**src/sv/maa_pkg.sv**
```systemverilog
// Package for the multichannel ADC averager: shared widths, codes and helpers.
// Used by the channel interfaces and by the averager top level.
// Depends on nothing.
package maa_pkg;

  // Payload widths of the channel interfaces and width of the filter enable field.
  localparam int DATA_W     = 16;
  localparam int CH_OUT_W   = 3;
  localparam int FILTER_W   = 8;

  // Default array sizes, handed to the top level as parameter defaults.
  localparam int NUM_CHANNELS_DEF = 8;
  localparam int AVG_DEPTH_DEF    = 8;

  // Configuration port geometry and register map.
  localparam int CFG_AW = 2;
  localparam int CFG_DW = 32;
  localparam logic [CFG_AW-1:0] REG_FILTER_ENABLE_ADDR = 2'd0;

  // Store reset code and the two rail codes that count as stuck.
  localparam logic [DATA_W-1:0] MID_CODE = 16'h8000;
  localparam logic [DATA_W-1:0] CODE_MIN = 16'h0000;
  localparam logic [DATA_W-1:0] CODE_MAX = 16'hFFFF;

  // True when a code sits at either rail.
  function automatic logic code_stuck(logic [DATA_W-1:0] v);
    return (v == CODE_MIN) || (v == CODE_MAX);
  endfunction

endpackage

```
**src/sv/maa_if.sv**
```systemverilog
// Valid/ready channel interfaces for conversion beats and result beats.
// Depends on maa_pkg for the payload widths.

interface maa_in_if;
  import maa_pkg::*;
  logic              valid;
  logic              ready;
  logic [DATA_W-1:0] sample;
  logic              transfer_ok;
  logic              discard_next;

  modport source(output valid, sample, transfer_ok, discard_next, input ready);
  modport sink(input valid, sample, transfer_ok, discard_next, output ready);
endinterface

interface maa_out_if;
  import maa_pkg::*;
  logic                valid;
  logic                ready;
  logic [CH_OUT_W-1:0] channel;
  logic                accepted;
  logic [DATA_W-1:0]   raw_value;
  logic [DATA_W-1:0]   average;
  logic                stuck_fault;

  modport source(output valid, channel, accepted, raw_value, average, stuck_fault,
                 input ready);
  modport sink(input valid, channel, accepted, raw_value, average, stuck_fault,
               output ready);
endinterface

```
**src/sv/multichannel_adc_averager_unit.sv**
```systemverilog
// Multichannel ADC averager: round-robin channels with a moving average per channel.
// A beat steps through read, update, multiply and result; a filtered sample in
// the first pass adds a fill step that writes every slot through the store port.
// Only one beat is in flight: the single store port and the read-modify-write
// sequence hold one beat at a time. After reset a clear pass over all
// NUM_CHANNELS*AVG_DEPTH store slots sets the stores while in_beat.ready stays low.
module multichannel_adc_averager_unit #(
  parameter int NUM_CHANNELS = maa_pkg::NUM_CHANNELS_DEF,
  parameter int AVG_DEPTH    = maa_pkg::AVG_DEPTH_DEF
) (
  input  logic                        clk,
  input  logic                        rst_n,
  maa_in_if.sink                      in_beat,
  maa_out_if.source                   out_beat,
  input  logic                        psel,
  input  logic                        penable,
  input  logic                        pwrite,
  input  logic [maa_pkg::CFG_AW-1:0]  paddr,
  input  logic [maa_pkg::CFG_DW-1:0]  pwdata,
  output logic [maa_pkg::CFG_DW-1:0]  prdata,
  output logic                        pready
);
  import maa_pkg::*;

  localparam int CH_W     = (NUM_CHANNELS > 1) ? $clog2(NUM_CHANNELS) : 1;
  localparam int SL_W     = $clog2(AVG_DEPTH);
  localparam int ST_DEPTH = NUM_CHANNELS * AVG_DEPTH;
  localparam int ST_AW    = $clog2(ST_DEPTH);
  localparam int SUM_W    = DATA_W + SL_W;
  localparam int SE_W     = DATA_W + SUM_W;
  localparam int PROD_W   = 2 * SUM_W + 1;
  // Reciprocal for an exact floor(sum / AVG_DEPTH) over every SUM_W-bit sum.
  localparam int DIV_K    = SUM_W + SL_W;
  localparam longint unsigned DIV_M =
    ((64'd1 << DIV_K) + 64'(AVG_DEPTH) - 64'd1) / 64'(AVG_DEPTH);
  localparam logic [SUM_W:0]   DIV_M_V   = (SUM_W + 1)'(DIV_M);
  localparam logic [SUM_W-1:0] SUM_RESET = SUM_W'(AVG_DEPTH * int'(MID_CODE));

  typedef enum logic [5:0] {
    ST_IDLE = 6'b000001,
    ST_READ = 6'b000010,
    ST_CALC = 6'b000100,
    ST_FILL = 6'b001000,
    ST_MUL  = 6'b010000,
    ST_FIN  = 6'b100000
  } state_t;

  state_t state_r, state_nxt;

  // Clear pass after reset.
  logic             clearing_r;
  logic [ST_AW-1:0] clr_idx_r;

  // Configuration and sequence state.
  logic [FILTER_W-1:0]     fe_r;
  logic [CH_W-1:0]         cur_ch_r;
  logic [SL_W-1:0]         ws_r;
  logic                    first_r;
  logic                    pend_r;
  logic                    fault_r;
  logic [NUM_CHANNELS-1:0] ign_r;
  logic [NUM_CHANNELS-1:0] stuck_filt_r;
  logic [NUM_CHANNELS-1:0] stuck_raw_r;

  // Beat being worked on.
  logic [DATA_W-1:0] smp_r;
  logic              ok_r;
  logic              disc_r;
  logic [CH_W-1:0]   item_ch_r;
  logic [SL_W-1:0]   fill_idx_r;

  // Values carried from the update step to the result.
  logic              filt_r;
  logic              store_r;
  logic [SUM_W-1:0]  sum_sel_r;
  logic [DATA_W-1:0] slot_val_r;
  logic [DATA_W-1:0] raw_r;
  logic              acc_r;
  logic [PROD_W-1:0] prod_r;

  // Output register.
  logic                out_valid_r;
  logic [CH_OUT_W-1:0] out_ch_r;
  logic                out_acc_r;
  logic [DATA_W-1:0]   out_raw_r;
  logic [DATA_W-1:0]   out_avg_r;
  logic                out_fault_r;

  // Memory ports.
  logic              st_we, st_re;
  logic [ST_AW-1:0]  st_waddr, st_raddr;
  logic [DATA_W-1:0] st_wdata, st_rdata;
  logic              sm_we, sm_re;
  logic [CH_W-1:0]   sm_waddr, sm_raddr;
  logic [SE_W-1:0]   sm_wdata, sm_rdata;

  logic [NUM_CHANNELS-1:0] chan_filt;
  logic                    item_filt;
  logic                    do_store;
  logic                    do_fill;
  logic [SL_W-1:0]         slot_sel;
  logic [SUM_W-1:0]        old_sum;
  logic [DATA_W-1:0]       old_raw;
  logic [SUM_W-1:0]        new_sum;
  logic [DATA_W-1:0]       quot;
  logic [DATA_W-1:0]       avg_val;
  logic [NUM_CHANNELS-1:0] stuck_filt_nxt;
  logic [NUM_CHANNELS-1:0] stuck_eff;
  logic                    fault_nxt;
  logic                    in_take;
  logic                    out_load;
  logic                    cfg_wr;

  function automatic logic [ST_AW-1:0] st_addr(logic [CH_W-1:0] ch, logic [SL_W-1:0] sl);
    return ST_AW'(int'(ch) * AVG_DEPTH + int'(sl));
  endfunction

  // Sample store: NUM_CHANNELS rows of AVG_DEPTH slots.
  maa_ram #(.WIDTH(DATA_W), .DEPTH(ST_DEPTH)) u_store (
    .clk  (clk),
    .we   (st_we),
    .waddr(st_waddr),
    .wdata(st_wdata),
    .re   (st_re),
    .raddr(st_raddr),
    .rdata(st_rdata)
  );

  // Per-channel entry: last stored raw sample and the sum of the channel's row.
  maa_ram #(.WIDTH(SE_W), .DEPTH(NUM_CHANNELS)) u_sums (
    .clk  (clk),
    .we   (sm_we),
    .waddr(sm_waddr),
    .wdata(sm_wdata),
    .re   (sm_re),
    .raddr(sm_raddr),
    .rdata(sm_rdata)
  );

  // Filter selection per channel; only the first FILTER_W channels have a bit.
  always_comb begin
    chan_filt = '0;
    for (int c = 0; c < NUM_CHANNELS; c++) begin
      if (c < FILTER_W) begin
        chan_filt[c] = fe_r[c % FILTER_W];
      end
    end
  end

  // Decode of the current beat, stable from the read through the update.
  assign item_filt = chan_filt[item_ch_r];
  assign do_store  = ok_r && !pend_r && !ign_r[item_ch_r];
  assign do_fill   = do_store && item_filt && first_r;
  assign slot_sel  = (do_store && item_filt && !first_r) ? ws_r : '0;

  assign old_sum = sm_rdata[SUM_W-1:0];
  assign old_raw = sm_rdata[SE_W-1 -: DATA_W];
  assign new_sum = do_fill ? SUM_W'(smp_r) * SUM_W'(AVG_DEPTH)
                           : old_sum - SUM_W'(st_rdata) + SUM_W'(smp_r);

  // Store port: clear pass, single-slot update, or first-pass fill.
  always_comb begin
    st_we    = 1'b0;
    st_waddr = st_addr(item_ch_r, slot_sel);
    st_wdata = smp_r;
    priority if (clearing_r) begin
      st_we    = 1'b1;
      st_waddr = clr_idx_r;
      st_wdata = MID_CODE;
    end else if (state_r == ST_CALC && do_store && !do_fill) begin
      st_we = 1'b1;
    end else if (state_r == ST_FILL) begin
      st_we    = 1'b1;
      st_waddr = st_addr(item_ch_r, fill_idx_r);
    end else begin
      st_we = 1'b0;
    end
  end
  assign st_re    = (state_r == ST_READ);
  assign st_raddr = st_addr(item_ch_r, slot_sel);

  // Sum port: every channel entry cleared in the clear pass, then one update per stored sample.
  always_comb begin
    sm_we    = 1'b0;
    sm_waddr = item_ch_r;
    sm_wdata = {smp_r, new_sum};
    priority if (clearing_r) begin
      sm_we    = (int'(clr_idx_r) < NUM_CHANNELS);
      sm_waddr = CH_W'(clr_idx_r);
      sm_wdata = {{DATA_W{1'b0}}, SUM_RESET};
    end else if (state_r == ST_CALC && do_store) begin
      sm_we = 1'b1;
    end else begin
      sm_we = 1'b0;
    end
  end
  assign sm_re    = (state_r == ST_READ);
  assign sm_raddr = item_ch_r;

  // Average and fault check at the end of the beat.
  assign quot    = prod_r[DIV_K +: DATA_W];
  assign avg_val = filt_r ? quot : slot_val_r;

  // Stuck check: each stored sample updates its channel's filtered flag; fault is sticky.
  always_comb begin
    stuck_filt_nxt = stuck_filt_r;
    if (store_r) begin
      stuck_filt_nxt[item_ch_r] = code_stuck(quot);
    end
    for (int c = 0; c < NUM_CHANNELS; c++) begin
      stuck_eff[c] = chan_filt[c] ? stuck_filt_nxt[c] : stuck_raw_r[c];
    end
    fault_nxt = fault_r | (&stuck_eff);
  end

  assign in_take  = in_beat.valid && in_beat.ready;
  assign out_load = (state_r == ST_FIN) && (!out_valid_r || out_beat.ready);

  // Sequencer.
  always_comb begin
    state_nxt = state_r;
    unique case (state_r)
      ST_IDLE: if (in_take) state_nxt = ST_READ;
      ST_READ: state_nxt = ST_CALC;
      ST_CALC: state_nxt = do_fill ? ST_FILL : ST_MUL;
      ST_FILL: if (fill_idx_r == SL_W'(AVG_DEPTH - 1)) state_nxt = ST_MUL;
      ST_MUL:  state_nxt = ST_FIN;
      ST_FIN:  if (out_load) state_nxt = ST_IDLE;
      default: state_nxt = ST_IDLE;
    endcase
  end

  // Control registers.
  always_ff @(posedge clk) begin
    if (!rst_n) begin
      state_r      <= ST_IDLE;
      clearing_r   <= 1'b1;
      clr_idx_r    <= '0;
      fe_r         <= '0;
      cur_ch_r     <= '0;
      ws_r         <= '0;
      first_r      <= 1'b1;
      pend_r       <= 1'b0;
      fault_r      <= 1'b0;
      ign_r        <= '0;
      stuck_filt_r <= '0;
      stuck_raw_r  <= '0;
      out_valid_r  <= 1'b0;
    end else begin
      state_r <= state_nxt;

      // Clear pass.
      if (clearing_r) begin
        if (clr_idx_r == ST_AW'(ST_DEPTH - 1)) begin
          clearing_r <= 1'b0;
        end else begin
          clr_idx_r <= clr_idx_r + 1'b1;
        end
      end

      // Configuration write.
      if (cfg_wr) begin
        fe_r <= pwdata[FILTER_W-1:0];
      end

      // Sequence update once the memories have been read.
      if (state_r == ST_CALC) begin
        priority if (!ok_r) begin
          pend_r <= 1'b1;
        end else if (pend_r) begin
          pend_r   <= 1'b0;
          cur_ch_r <= '0;
        end else begin
          // A set flag is cleared first, so the new flag is the request bit.
          ign_r[item_ch_r] <= disc_r;
          if (do_store && slot_sel == '0) begin
            stuck_raw_r[item_ch_r] <= code_stuck(smp_r);
          end
          if (item_ch_r == CH_W'(NUM_CHANNELS - 1)) begin
            cur_ch_r <= '0;
            ws_r     <= (ws_r == SL_W'(AVG_DEPTH - 1)) ? '0 : ws_r + 1'b1;
            first_r  <= 1'b0;
          end else begin
            cur_ch_r <= item_ch_r + 1'b1;
          end
        end
      end

      // Result register and sticky fault.
      if (out_load) begin
        stuck_filt_r <= stuck_filt_nxt;
        fault_r      <= fault_nxt;
        out_valid_r  <= 1'b1;
      end else if (out_beat.ready) begin
        out_valid_r <= 1'b0;
      end
    end
  end

  // Payload registers.
  always_ff @(posedge clk) begin
    if (in_take) begin
      smp_r     <= in_beat.sample;
      ok_r      <= in_beat.transfer_ok;
      disc_r    <= in_beat.discard_next;
      item_ch_r <= cur_ch_r;
    end
    if (state_r == ST_CALC) begin
      filt_r     <= item_filt;
      store_r    <= do_store;
      sum_sel_r  <= do_store ? new_sum : old_sum;
      slot_val_r <= do_store ? smp_r : st_rdata;
      raw_r      <= do_store ? smp_r : old_raw;
      acc_r      <= do_store;
      fill_idx_r <= '0;
    end
    if (state_r == ST_FILL) begin
      fill_idx_r <= fill_idx_r + 1'b1;
    end
    if (state_r == ST_MUL) begin
      prod_r <= PROD_W'(sum_sel_r) * PROD_W'(DIV_M_V);
    end
    if (out_load) begin
      out_ch_r    <= CH_OUT_W'(item_ch_r);
      out_acc_r   <= acc_r;
      out_raw_r   <= raw_r;
      out_avg_r   <= avg_val;
      out_fault_r <= fault_nxt;
    end
  end

  // Handshake and result ports.
  assign in_beat.ready        = (state_r == ST_IDLE) && !clearing_r;
  assign out_beat.valid       = out_valid_r;
  assign out_beat.channel     = out_ch_r;
  assign out_beat.accepted    = out_acc_r;
  assign out_beat.raw_value   = out_raw_r;
  assign out_beat.average     = out_avg_r;
  assign out_beat.stuck_fault = out_fault_r;

  // Configuration port.
  assign pready = 1'b1;
  assign cfg_wr = psel && penable && pwrite && pready && (paddr == REG_FILTER_ENABLE_ADDR);
  assign prdata = (paddr == REG_FILTER_ENABLE_ADDR) ? CFG_DW'(fe_r) : '0;

endmodule

```
**src/sv/maa_ram.sv**
```systemverilog
// Generic single-write, single-read synchronous RAM with a registered read port.
// Self-contained; used for the sample store and the per-channel sum store.
module maa_ram #(
  parameter int WIDTH = 16,
  parameter int DEPTH = 64,
  localparam int AW = (DEPTH > 1) ? $clog2(DEPTH) : 1
) (
  input  logic             clk,
  input  logic             we,
  input  logic [AW-1:0]    waddr,
  input  logic [WIDTH-1:0] wdata,
  input  logic             re,
  input  logic [AW-1:0]    raddr,
  output logic [WIDTH-1:0] rdata
);

  logic [WIDTH-1:0] mem_r [DEPTH];

  // Write port.
  always_ff @(posedge clk) begin
    if (we) begin
      mem_r[waddr] <= wdata;
    end
  end

  // Read port, registered.
  always_ff @(posedge clk) begin
    if (re) begin
      rdata <= mem_r[raddr];
    end
  end

endmodule
```
**src/flat_wrapper.sv**
```systemverilog
// flat-port wrapper written by rule: the top's interface ports become plain ports
module multichannel_adc_averager_unit_flat import maa_pkg::*;
#(
  parameter int NUM_CHANNELS = maa_pkg::NUM_CHANNELS_DEF,
  parameter int AVG_DEPTH    = maa_pkg::AVG_DEPTH_DEF
)
  (clk, rst_n, psel, penable, pwrite, paddr, pwdata, prdata, pready, in_beat_valid, in_beat_sample, in_beat_transfer_ok, in_beat_discard_next, in_beat_ready, out_beat_valid, out_beat_channel, out_beat_accepted, out_beat_raw_value, out_beat_average, out_beat_stuck_fault, out_beat_ready);
  maa_in_if in_beat_i ();
  maa_out_if out_beat_i ();
  input  logic clk;
  input  logic rst_n;
  input  logic psel;
  input  logic penable;
  input  logic pwrite;
  input  logic [maa_pkg::CFG_AW-1:0] paddr;
  input  logic [maa_pkg::CFG_DW-1:0] pwdata;
  output logic [maa_pkg::CFG_DW-1:0] prdata;
  output logic pready;
  input wire logic [$bits(in_beat_i.valid)-1:0] in_beat_valid;
  input wire logic [$bits(in_beat_i.sample)-1:0] in_beat_sample;
  input wire logic [$bits(in_beat_i.transfer_ok)-1:0] in_beat_transfer_ok;
  input wire logic [$bits(in_beat_i.discard_next)-1:0] in_beat_discard_next;
  output wire logic [$bits(in_beat_i.ready)-1:0] in_beat_ready;
  output wire logic [$bits(out_beat_i.valid)-1:0] out_beat_valid;
  output wire logic [$bits(out_beat_i.channel)-1:0] out_beat_channel;
  output wire logic [$bits(out_beat_i.accepted)-1:0] out_beat_accepted;
  output wire logic [$bits(out_beat_i.raw_value)-1:0] out_beat_raw_value;
  output wire logic [$bits(out_beat_i.average)-1:0] out_beat_average;
  output wire logic [$bits(out_beat_i.stuck_fault)-1:0] out_beat_stuck_fault;
  input wire logic [$bits(out_beat_i.ready)-1:0] out_beat_ready;
  assign in_beat_i.valid = in_beat_valid;
  assign in_beat_i.sample = in_beat_sample;
  assign in_beat_i.transfer_ok = in_beat_transfer_ok;
  assign in_beat_i.discard_next = in_beat_discard_next;
  assign in_beat_ready = in_beat_i.ready;
  assign out_beat_valid = out_beat_i.valid;
  assign out_beat_channel = out_beat_i.channel;
  assign out_beat_accepted = out_beat_i.accepted;
  assign out_beat_raw_value = out_beat_i.raw_value;
  assign out_beat_average = out_beat_i.average;
  assign out_beat_stuck_fault = out_beat_i.stuck_fault;
  assign out_beat_i.ready = out_beat_ready;
  multichannel_adc_averager_unit #(.NUM_CHANNELS(NUM_CHANNELS), .AVG_DEPTH(AVG_DEPTH)) u_core (.clk(clk), .rst_n(rst_n), .in_beat(in_beat_i), .out_beat(out_beat_i), .psel(psel), .penable(penable), .pwrite(pwrite), .paddr(paddr), .pwdata(pwdata), .prdata(prdata), .pready(pready));
endmodule
```
**config.mk**
```make
export PLATFORM = sky130hd
export DESIGN_NAME = multichannel_adc_averager_unit_flat
export DESIGN_NICKNAME = d
export VERILOG_FILES = /design/src/sv/maa_pkg.sv /design/src/sv/maa_if.sv /design/src/sv/multichannel_adc_averager_unit.sv /design/src/sv/maa_ram.sv /design/src/flat_wrapper.sv
export SDC_FILE = /design/constraint.sdc
export NUM_CORES = 2
export LEC_CHECK = 0
export BUFFER_PORTS_ARGS = -buffer_cell sky130_fd_sc_hd__buf_2
export CORE_ASPECT_RATIO = 1.4
export CORE_MARGIN = 8
export CORE_UTILIZATION = 59
export CTS_CLUSTER_SIZE = 30
export DETAILED_ROUTE_END_ITERATION = 16
export GPL_TIMING_DRIVEN = 1
export PLACE_DENSITY = 0.85
export SKIP_LAST_GASP = 1
export SLEW_MARGIN = 20
export SYNTH_ARGS = -nofsm -noshare
export SYNTH_HDL_FRONTEND = slang
export SYNTH_SLANG_ARGS = --single-unit
```
**constraint.sdc**
```tcl
create_clock -name clk -period 19.1 [get_ports clk]
set_clock_uncertainty 0.2 [all_clocks]
set_input_delay 5.73 -clock clk [delete_from_list [all_inputs] [get_ports clk]]
set_output_delay 5.73 -clock clk [all_outputs]
set_load 0.01 [all_outputs]
```
==> metrics.md <==
| Metric | Value |
|---|---|
| Vias in the first global route | `a little under 40k` |
| Post-DRT Antenna Nets | `0` |
| CP startpoint kind | `input pin` |
| Max_slew headroom | `18.6%` |
| Worst skew pair latency | `around 0.77 ns` |
| Clock Tree Buf Depth | `3` |
| # IOs | `about 130` |
| Post-cts resize count | `0` |
| 1st-pass router iterations | `7` |
| Fmax achieved | `0.0807 GHz` |
| Synth Instances | `around 4.3k` |
| CP arrival | `around 6.5 ns` |
| MaxCap Viol Count | `0` |
| Drt drc | `0` |
| Ys Warns | `0` |
| DRT iter0 DRCs | `just under 7k` |
| Hold Crit Class | `reg -> reg` |
| Cell leakage power | `around 24 nW` |
| CTS tree | `built` |
| GRT Util Overall | `roughly 31%` |
| Dpl hpwl | `~110000 µm` |
| Wire per inst | `30.9 µm` |
| CTS Hold Bufs | `0` |
| Final Hold Vio Count | `0` |
| Post-Route WL | `between 150000 and 200000 µm` |
| Worst-path maximum fanout | `9` |
| Remaining Overflow, GRT | `0` |
| FF+latch count, synth | `between 1.5k and 2k` |
| Vias per cell | `approximately 6.9` |
| Status | `completed` |
| IO buf count | `81` |
| Vias | `roughly 40k` |
| Worst-margin pin slew | `approximately 1.2 ns` |
| Ys flop type | `edfxtp_1` |
| Largest net degree at the start of global routing | `about 150` |
| Synth async-reset ratio | `0%` |
| Fin crit share | `about two thirds` |
| Synth unique cells | `84` |
| Cell area after synthesis | `~60000 µm²` |
| Storage cell area | `about 46000 µm²` |
| Slew Viols, Final | `0` |
| Hold Slack | `about 0.22 ns` |
| Power Density | `just under 100 nW/µm²` |
| GPL Wtd Cong | `0.978` |
| RSZ-0062 raised after global routing | `false` |
| Initial antenna violation count | `11` |
| VDD IR-drop max | `around 0.099 mV` |
| Sequential-to-total area share from yosys stat | `approximately three quarters` |
| Mean post-synth cell area | `14.3 µm²` |
| Post-synth EDFFs | `between 1k and 1.5k` |
| Layout cells sized above 1 | `between 10% and 20%` |
| Die Ht | `a little under 400 µm` |
| CTS H-tree lvls | `4` |
| Postcts setup bufs | `0` |
| Syn-to-layout area delta | `11.1%` |
| CTS clk-pin slew, worst paths | `~0.06 ns` |
| Fill cells | `approximately 6.5k` |
| Die width | `about 290 µm` |
| Setup_tns | `0 ns` |
| Worst Setup End Kind | `output pin` |
| CP required | `13.17 ns` |
| Critical path class | `in -> out` |
| Final-stage net count | `between 4k and 5k` |
| Starting Density | `roughly three fifths` |
| Rows | `139` |
| Total core area | `about 100000 µm²` |
| Die area | `about 110000 µm²` |
| CTS sink cnt | `between 1.5k and 2k` |
| First-pass GRT wire length | `roughly 260000 µm` |
| Final setup violation count | `0` |
| Multi-input gate area | `approximately 14000 µm²` |
| Number of CTS-inserted buffers | `between 100 and 150` |
| CTS Root Cell | `clkbuf_16` |
| Post-layout min period | `12.39 ns` |
-- layer usage --
layer,GRT usage (%),vias to the layer above,part of all wire [%]
li1,-,16500,-
met1,35.6,19300,31
met2,49.2,3605,47
met3,8.16,878,13
met4,24.9,10,9.4
met5,0.129,-,0.040
-- power by group --
| group | internal, mW | switching [mW] | leakage [nW] |
|---|---|---|---|
| Combinational | 0.0509 | 0.113 | 7.57 |
| Sequential | 3.70 | 0.0205 | 14.2 |
| Clock | 1.44 | 1.20 | 2.05 |
| Total | 5.19 | 1.33 | 23.9 |
-- per-stage QoR --
| step | area [µm²] | util (%) | std cells | power [mW] | worst slack (ns) |
|---|---|---|---|---|---|
| floorplan | 61100 | - | 4299 | 3.89 | 6.99 |
| global placement | 63400 | 61.8 | 5601 | 3.94 | 6.78 |
| detailed placement | 63400 | 61.8 | 5601 | 3.95 | 6.72 |
| CTS | 67700 | 66.0 | 5842 | 6.52 | 6.72 |
| global route | 67800 | 66.0 | 5846 | 6.66 | 6.65 |
| finish | 67800 | 66.1 | 5852 | 6.52 | 6.71 |
-- worst max-delay path, stage by stage --
cell and delay, ns:
buf_2 0.10, nor2_1 0.32, and2_1 0.19, buf_2 0.13
-- worst paths after layout --
path	start	end	slack, ns	depth (start not counted)
max	paddr[1]	prdata[4]	6.71	4
min	u_core.sum_sel_r[7]	u_core.prod_r[26]	0.22	0
max reg2reg	u_core.item_ch_r[0]	u_core.u_store.rdata[6]	12.12	12
min reg2reg	u_core.sum_sel_r[7]	u_core.prod_r[26]	0.22	0
-- registers in the layout, summed over array words and instances (netlist names), 8 cells and up --
name and flops:
u_core.prod_r 16, u_core.u_store.mem_r 1024, u_core.u_sums.mem_r 280, u_core.out_beat.raw_value 16
u_core.u_sums.rdata 35, u_core.chan_filt 8, u_core.slot_val_r 16, u_core.smp_r 16
u_core.ign_r 8, u_core.stuck_raw_r 8, u_core.raw_r 16, u_core.out_beat.average 16
u_core.u_store.rdata 16, u_core.stuck_filt_r 8, u_core.sum_sel_r 16
-- cells by family (layout without fill, tap and decap cells) --
family / count (synthesis) / count (layout) / synth area share (%)
flip-flops: 1537 / 1537 / 74.8
AND/OR/NAND/NOR: 1394 / 1394 / 10.0
AO/OA/AOI/OAI: 754 / 754 / 8.28
buffers and inverters: 344 / 551 / 2.39
multiplexers: 189 / 189 / 3.27
adder cells (fa/ha/maj): 42 / 42 / 1.06
XOR/XNOR: 14 / 14 / 0.201
other: 2 / 32 / 0.0123
-- final cells by class --
class / count / area share, %
Multi-Input combinational cell: 2418 / 21.1
Clock buffer: 170 / 5.43
Antenna cell: 7 / 0.0258
Sequential cell: 1537 / 67.3
Clock inverter: 71 / 0.831
Inverter: 79 / 0.438
Tap cell: 1339 / 2.47
Timing Repair Buffer: 231 / 2.38
-- synth_stat cells (26+ instances only) --
cell      count  area, µm²
a22oi_1      95        713
a31oi_1      63        394
buf_1        35        131
nand3_1     190        951
o221ai_1     40        350
nor4_1       27        169
edfxtp_1   1482      44500
clkbuf_1    151        567
o21ai_0     148        741
a21oi_1     147        736
a211oi_1     37        278
dfxtp_1      55       1100
nor2_1      299       1120
o22ai_1      49        307
buf_4        28        210
buf_2        51        255
mux2i_1     141       1410
ha_1         26        325
inv_1        77        289
mux2_2       43        484
nor3_1       37        185
nand2_1     654       2450
a221oi_1     27        236
nand4_1      57        357
-- cells in the final DEF, fill, tap and decap left out, types with 40 or more instances in the layout --
| cell type | netlist | final |
|---|---|---|
| edfxtp_1 | 1482 | 1482 |
| nand2_1 | 654 | 651 |
| nor2_1 | 299 | 272 |
| nand3_1 | 190 | 190 |
| a21oi_1 | 147 | 147 |
| o21ai_0 | 148 | 146 |
| buf_4 | 28 | 144 |
| clkbuf_16 | 0 | 143 |
| mux2i_1 | 141 | 141 |
| a22oi_1 | 95 | 95 |
| buf_2 | 51 | 81 |
| inv_1 | 77 | 77 |
| a31oi_1 | 63 | 63 |
| nand4_1 | 57 | 57 |
| dfxtp_1 | 55 | 53 |
| o22ai_1 | 49 | 49 |
| mux2_2 | 43 | 43 |
| o221ai_1 | 40 | 40 |
No activity file was read; power rests on OpenSTA's default activity.
